<file path="config.mk">
export PLATFORM = sky130hd
export DESIGN_NAME = postfix_stack_evaluator
export DESIGN_NICKNAME = d
export VERILOG_FILES = /design/src/hdl/psev_pkg.sv /design/src/hdl/psev_cell.sv /design/src/hdl/psev_ctrl.sv /design/src/hdl/postfix_stack_evaluator.sv
export VERILOG_INCLUDE_DIRS = /design/src /design/src/hdl
export SDC_FILE = /design/constraint.sdc
export NUM_CORES = 2
export LEC_CHECK = 0
export ABC_AREA = 1
export BUFFER_PORTS_ARGS = -buffer_cell sky130_fd_sc_hd__buf_4
export CAP_MARGIN = 20
export CELL_PAD_IN_SITES_DETAIL_PLACEMENT = 0
export CELL_PAD_IN_SITES_GLOBAL_PLACEMENT = 2
export CORE_MARGIN = 2
export CORE_UTILIZATION = 44
export DETAILED_ROUTE_END_ITERATION = 10
export PLACE_DENSITY_LB_ADDON = 0.12
export SETUP_SLACK_MARGIN = 0.2
export SYNTH_ARGS = -nofsm -noshare
export SYNTH_HDL_FRONTEND = slang
export SYNTH_SLANG_ARGS = --single-unit
</file>
<file path="constraint.sdc">
create_clock -name clk_i -period 33.4 [get_ports clk_i]
set_input_delay 0 -clock clk_i [delete_from_list [all_inputs] [get_ports clk_i]]
set_output_delay 0 -clock clk_i [all_outputs]
set_load 0.03 [all_outputs]
</file>
<file path="src/hdl/assert_macros.svh">
// Assertion helpers shared by the RTL. All checks run on clk_i and are
// disabled while rst_ni is low.
`ifndef ASSERT_MACROS_SVH
`define ASSERT_MACROS_SVH

// Same-cycle implication.
`define ASSERT_IMPLY(lbl, ante, cons) \
  lbl: assert property (@(posedge clk_i) disable iff (!rst_ni) (ante) |-> (cons)) \
    else $error("assertion failed");

// Next-cycle implication.
`define ASSERT_NEXT(lbl, ante, cons) \
  lbl: assert property (@(posedge clk_i) disable iff (!rst_ni) (ante) |=> (cons)) \
    else $error("assertion failed");

// Condition that must never hold.
`define ASSERT_NEVER(lbl, cond) \
  lbl: assert property (@(posedge clk_i) disable iff (!rst_ni) !(cond)) \
    else $error("assertion failed");

`endif

</file>
<file path="src/hdl/psev_pkg.sv">
`default_nettype none
package psev_pkg;

  localparam int unsigned DataW = 32;
  localparam int unsigned CharW = 8;

  localparam logic [CharW-1:0] ChFinish = 8'h3D;
  localparam logic [CharW-1:0] ChSpace  = 8'h20;
  localparam logic [CharW-1:0] ChPlus   = 8'h2B;
  localparam logic [CharW-1:0] ChMinus  = 8'h2D;
  localparam logic [CharW-1:0] ChTimes  = 8'h2A;
  localparam logic [DataW-1:0] ChZero   = 32'd48;

  localparam logic [DataW-1:0] EmptyPopValue = 32'hFFFF_FFF6;

  typedef enum logic [1:0] {
    CELL_HOLD       = 2'd0,
    CELL_LOAD_UPPER = 2'd1,
    CELL_LOAD_LOWER = 2'd2
  } cell_op_e;

  typedef struct packed {
    cell_op_e           op;
    logic [DataW-1:0]   head;
    logic               push_drop;
    logic               pop_empty;
    logic               finish;
  } stack_upd_t;

endpackage
`default_nettype wire

</file>
<file path="src/hdl/psev_cell.sv">
`default_nettype none
module psev_cell (
  input  wire                         clk_i,
  input  wire psev_pkg::cell_op_e     op_i,
  input  wire [psev_pkg::DataW-1:0]   upper_i,
  input  wire [psev_pkg::DataW-1:0]   lower_i,
  output logic [psev_pkg::DataW-1:0]  value_o
);

  logic [psev_pkg::DataW-1:0] value_q;
  logic [psev_pkg::DataW-1:0] value_d;

  always_comb begin
    case (op_i)
      psev_pkg::CELL_LOAD_UPPER: value_d = upper_i;
      psev_pkg::CELL_LOAD_LOWER: value_d = lower_i;
      default:                   value_d = value_q;
    endcase
  end

  always_ff @(posedge clk_i) begin
    value_q <= value_d;
  end

  assign value_o = value_q;

endmodule
`default_nettype wire

</file>
<file path="src/hdl/psev_ctrl.sv">
`default_nettype none
module psev_ctrl #(
  parameter int unsigned STACK_DEPTH = 16,
  localparam int unsigned CntW = $clog2(STACK_DEPTH + 1)
) (
  input  wire [psev_pkg::CharW-1:0]  char_code_i,
  input  wire [CntW-1:0]             count_i,
  input  wire [psev_pkg::DataW-1:0]  top_i,
  input  wire [psev_pkg::DataW-1:0]  lower_i,
  output logic [CntW-1:0]            count_d_o,
  output psev_pkg::stack_upd_t       upd_o
);

  logic [psev_pkg::DataW-1:0] opnd_top;
  logic [psev_pkg::DataW-1:0] opnd_lower;
  logic [psev_pkg::DataW-1:0] digit_val;
  logic                       full;
  logic                       short;

  assign full       = (count_i == CntW'(STACK_DEPTH));
  assign short      = (count_i < CntW'(2));
  // Missing operands read as the empty-pop value.
  assign opnd_top   = (count_i != '0) ? top_i : psev_pkg::EmptyPopValue;
  assign opnd_lower = short ? psev_pkg::EmptyPopValue : lower_i;
  assign digit_val  = {{(psev_pkg::DataW - psev_pkg::CharW){1'b0}}, char_code_i}
                      - psev_pkg::ChZero;

  always_comb begin
    upd_o     = '0;
    upd_o.op  = psev_pkg::CELL_HOLD;
    count_d_o = count_i;
    unique case (char_code_i)
      psev_pkg::ChFinish: begin
        upd_o.finish = 1'b1;
        count_d_o    = '0;
      end
      psev_pkg::ChSpace: begin
        upd_o.op = psev_pkg::CELL_HOLD;
      end
      psev_pkg::ChPlus, psev_pkg::ChMinus, psev_pkg::ChTimes: begin
        // Pop two, push one: the row moves up by one, the result lands on top.
        upd_o.op        = psev_pkg::CELL_LOAD_LOWER;
        upd_o.pop_empty = short;
        count_d_o       = short ? CntW'(1) : count_i - CntW'(1);
        if (char_code_i == psev_pkg::ChPlus) begin
          upd_o.head = opnd_lower + opnd_top;
        end else if (char_code_i == psev_pkg::ChMinus) begin
          upd_o.head = opnd_lower - opnd_top;
        end else begin
          upd_o.head = opnd_lower * opnd_top;
        end
      end
      default: begin
        upd_o.head = digit_val;
        if (full) begin
          upd_o.push_drop = 1'b1;
        end else begin
          upd_o.op  = psev_pkg::CELL_LOAD_UPPER;
          count_d_o = count_i + CntW'(1);
        end
      end
    endcase
  end

endmodule
`default_nettype wire

</file>
<file path="src/hdl/postfix_stack_evaluator.sv">
// Postfix evaluator: one character accepted per cycle, back to back, while the input is not stalled.
// The result of '=' is registered and presented in the cycle after the '=' is accepted.
// The input stalls only while a result is held and the output is stalled.
// The stack is a row of STACK_DEPTH cells shifting one place per cycle when an accepted character pushes or pops.
// Reset clears the stack count, sticky flags and output valid; cells are not reset.
`default_nettype none
module postfix_stack_evaluator #(
  parameter int unsigned STACK_DEPTH = 16
) (
  input  wire                          clk_i,
  input  wire                          rst_ni,
  input  wire                          in_valid_i,
  output logic                         in_stall_o,
  input  wire [psev_pkg::CharW-1:0]    char_code_i,
  output logic                         out_valid_o,
  input  wire                          out_stall_i,
  output logic signed [psev_pkg::DataW-1:0] top_value_o,
  output logic                         was_empty_o,
  output logic                         overflowed_o,
  output logic                         underflowed_o
);

  `include "assert_macros.svh"

  localparam int unsigned CntW = $clog2(STACK_DEPTH + 1);

  logic [STACK_DEPTH-1:0][psev_pkg::DataW-1:0] cell_val;
  logic [CntW-1:0]             count_q, count_d, count_nx;
  logic                        ovf_q, unf_q;
  logic                        out_valid_q;
  logic [psev_pkg::DataW-1:0]  top_q;
  logic                        empty_q, ovf_out_q, unf_out_q;
  logic                        in_acc;
  psev_pkg::stack_upd_t        upd;
  psev_pkg::cell_op_e          row_op;

  assign in_stall_o = out_valid_q & out_stall_i;
  assign in_acc     = in_valid_i & ~in_stall_o;

  psev_ctrl #(
    .STACK_DEPTH (STACK_DEPTH)
  ) u_ctrl (
    .char_code_i (char_code_i),
    .count_i     (count_q),
    .top_i       (cell_val[0]),
    .lower_i     (cell_val[1]),
    .count_d_o   (count_nx),
    .upd_o       (upd)
  );

  assign row_op = in_acc ? upd.op : psev_pkg::CELL_HOLD;

  for (genvar i = 0; i < STACK_DEPTH; i++) begin : g_cell
    psev_pkg::cell_op_e         op;
    logic [psev_pkg::DataW-1:0] upper;
    logic [psev_pkg::DataW-1:0] lower;

    if (i == 0) begin : g_head
      // The top cell always takes the head value when the row moves.
      assign op    = (row_op == psev_pkg::CELL_HOLD) ? psev_pkg::CELL_HOLD
                                                     : psev_pkg::CELL_LOAD_UPPER;
      assign upper = upd.head;
    end else begin : g_body
      assign op    = row_op;
      assign upper = cell_val[i-1];
    end

    if (i == STACK_DEPTH - 1) begin : g_tail
      assign lower = '0;
    end else begin : g_mid
      assign lower = cell_val[i+1];
    end

    psev_cell u_cell (
      .clk_i   (clk_i),
      .op_i    (op),
      .upper_i (upper),
      .lower_i (lower),
      .value_o (cell_val[i])
    );
  end

  assign count_d = in_acc ? count_nx : count_q;

  always_ff @(posedge clk_i or negedge rst_ni) begin
    if (!rst_ni) begin
      count_q     <= '0;
      ovf_q       <= 1'b0;
      unf_q       <= 1'b0;
      out_valid_q <= 1'b0;
    end else begin
      count_q <= count_d;
      if (in_acc) begin
        if (upd.finish) begin
          ovf_q <= 1'b0;
          unf_q <= 1'b0;
        end else begin
          ovf_q <= ovf_q | upd.push_drop;
          unf_q <= unf_q | upd.pop_empty;
        end
      end
      if (in_acc && upd.finish) begin
        out_valid_q <= 1'b1;
      end else if (!out_stall_i) begin
        out_valid_q <= 1'b0;
      end
    end
  end

  // Capture the result on '='.
  always_ff @(posedge clk_i) begin
    if (in_acc && upd.finish) begin
      top_q     <= (count_q != '0) ? cell_val[0] : '0;
      empty_q   <= (count_q == '0);
      ovf_out_q <= ovf_q;
      unf_out_q <= unf_q;
    end
  end

  assign out_valid_o   = out_valid_q;
  assign top_value_o   = top_q;
  assign was_empty_o   = empty_q;
  assign overflowed_o  = ovf_out_q;
  assign underflowed_o = unf_out_q;

  `ASSERT_NEVER(a_count_range, count_q > CntW'(STACK_DEPTH))
  `ASSERT_NEXT(a_finish_clears, in_acc && upd.finish, count_q == '0 && !ovf_q && !unf_q)
  `ASSERT_IMPLY(a_result_source, $rose(out_valid_q), $past(in_acc && upd.finish))
  `ASSERT_IMPLY(a_ovf_on_full, $rose(ovf_q), $past(count_q) == CntW'(STACK_DEPTH))

endmodule
`default_nettype wire

</file>
==> out/results.ini <==
[status]
status=completed

[synth]
synth_cell_type_count=56
synth_edf_count=547
ys_warn_count=0
synth_nets=5578
syn-cell-area_mm2=0.0436
synth-seq-area-share_pct=38.1
synth_cells=4964
synth_ff_type=edfxtp_1
avgSynthCellArea_um2=8.79
synth_top_area_share_pct=37.7
yosysTopAreaCell=edfxtp_1
ys_ff_latch=555
yosys-top-cells-area=edfxtp_1, fa_1, inv_1
async_flop_share_pct=1.44

[clock_tree]
numCtsBuffers=58
cts_tree=built
htree_levels=2
clockBufferDepth=3
cts-root-buf=clkbuf_16
path_clk_slew_ns=0.06
cts_sinks=555
clkLatencyLatePin_ns=0.64

[timing]
finClkSkew_ns=0.0355
tns_ns=0
rsz0062_at_grt=false
setup_viol=0
slew_headroom_pct=26.1
tightest_slew_ns=1.11
report.final.slew_viol_count=0
fmax_mhz=108
min_period_ns=9.28
hold_viol_final=0
finalCritPeriodShare_pct=27.8

[floorplan]
die-area_mm2=0.102
rows=115
die_y_um=319
chipWidth_um=319
ios=49
start_util_pct=44.4
coreArea_mm2=0.0983

[setup_path]
worst-setup-path-type=reg2reg
cp_max_fo=35
cp_data_arrival_time_ns=9.76
slowest_delay_ns=0.57
critPathCaptureType=flip-flop
critical-path-slowest-cell=fa_1
crit_path_frequent_cell=fa_1
required_ns=33.88
critPathLaunchType=flip-flop

[detailed_routing]
vias=32048
route.detailed.drc=0
dr.pass1.iters=5
wire_per_inst_um=20.9
antenna_left=0
drt_iter0_drc=3002
vias_per_cell=5.13
wirelength_um=130000

[hold_path]
hp-class=in2reg

[layout]
antenna_cells=0
layout-drive-gt1-share_pct=5.42
final_cell_mix=inv_1, nand2_1, edfxtp_1, fa_1, nor2_1
area_growth_pct=8.60
final_nets=5535
final_common_cell=inv_1

[placement]
io_buffers=48
dp_hpwl_um=95500
place_congestion=0.954

[grt]
antenna_found_initial=0
grt_pass1_wl_um=199000
overflow=0
grt_max_degree=275
grt_pass1_vias=32023
grt.total_usage_pct=25.8

[job]
cap_violations=0

==> timing repair <==
item	in CTS	in global routing
hold buffers	14	0
resized for setup	0	0
buffers inserted	0	0
hold endpoints to repair	19	0
==> cell type report <==
type | count | area (um2)
clock inverters | 34 | 419
fillers | 9688 | 50900
clock buffers | 68 | 1510
multi-input cells | 3082 | 22000
repair buffers | 116 | 1020
well taps | 1287 | 1610
inverters | 1108 | 4160
flip-flops and latches | 555 | 16600
==> worst max-delay path, delay by kind of cell (launching register included) <==
kind | cells | cell delay, ns
buf+inv | 5 | 1.03
simple gates | 10 | 2.41
compound gates | 5 | 0.69
fa+ha+maj | 9 | 4.42
flops | 1 | 0.56
==> layer usage <==
metal / track usage, % / vias up / share of wire, %
met5: 0 / - / 0
met4: 7.88 / 0 / 3.1
met3: 2.77 / 173 / 6.0
met2: 39.4 / 898 / 44
met1: 38.5 / 15591 / 47
li1: - / 15386 / -
==> metrics by stage <==
stage / instance area (um2) / cells / setup slack, ns / hold slack, ns / utilization (%)
floorplan: 43600 / 4964 / 21.32 / -0.296 / -
CTS: 47300 / 6248 / 24.25 / 0.247 / 48.2
global route: 47400 / 6250 / 23.70 / 0.325 / 48.2
global placement: 45200 / 6129 / 24.29 / -0.166 / 46.0
finish: 47400 / 6250 / 24.12 / 0.293 / 48.2
detailed placement: 45300 / 6132 / 24.22 / -0.165 / 46.1
==> flip-flops by register name (all words and copies together) (netlist names) <==
register               cells
count_q                    5
g_cell.u_cell.value_o    512
out_valid_o                1
overflowed_o               1
ovf_q                      1
top_value_o               32
underflowed_o              1
unf_q                      1
was_empty_o                1
==> Yosys cell counts, types with 4 or more instances <==
cell type and count:
ha_1 192, dfrtp_1 8, a211oi_1 4, nand3_1 85
a21boi_0 4, fa_1 410, inv_2 5, a21oi_1 379
o31ai_1 8, buf_2 6, clkbuf_1 176, nand4_1 12
a21o_1 5, o21bai_1 5, buf_1 30, nor4_1 6
inv_1 1101, o221ai_1 4, nand3b_1 10, nor2_1 388
xnor2_1 16, o21ai_1 9, mux2_2 34, xor2_1 40
o211ai_1 8, o21a_1 5, or2_2 4, nand2_2 17
buf_6 5, edfxtp_1 547, o21ai_0 345, nand2_1 1042
nor3_1 18
==> worst paths after layout <==
check                           cells after the start                                endpoint                    from  slack [ns]
worst max-delay path                               29  g_cell[0].u_cell.value_o[26]$_DFFE_PP_  count_q[2]$_DFFE_PN0P_       24.12
worst min-delay path                                4   g_cell[0].u_cell.value_o[1]$_DFFE_PP_          char_code_i[1]        0.29
worst max register to register                     29  g_cell[0].u_cell.value_o[26]$_DFFE_PP_  count_q[2]$_DFFE_PN0P_       24.12
worst min register to register                      0                  overflowed_o$_DFFE_PP_       ovf_q$_DFFE_PN0P_        0.47
max in group asynchronous                           3                  count_q[1]$_DFFE_PN0P_                  rst_ni       32.67
min in group asynchronous                           3                  count_q[4]$_DFFE_PN0P_                  rst_ni        0.42
==> cells by family after synthesis <==
logic type	share of synthesized area (%)
adders and majority gates	24.3
muxes	0.878
and+or+nand+nor	14.5
buffers and inverters	11.5
AOI/OAI and AO/OA	9.56
DFF	38.1
xor gates and xnor gates	1.12
Power is left out: the tool's default activity adds up to more than one toggle a clock period on the data nets, which glitch-free logic cannot reach.
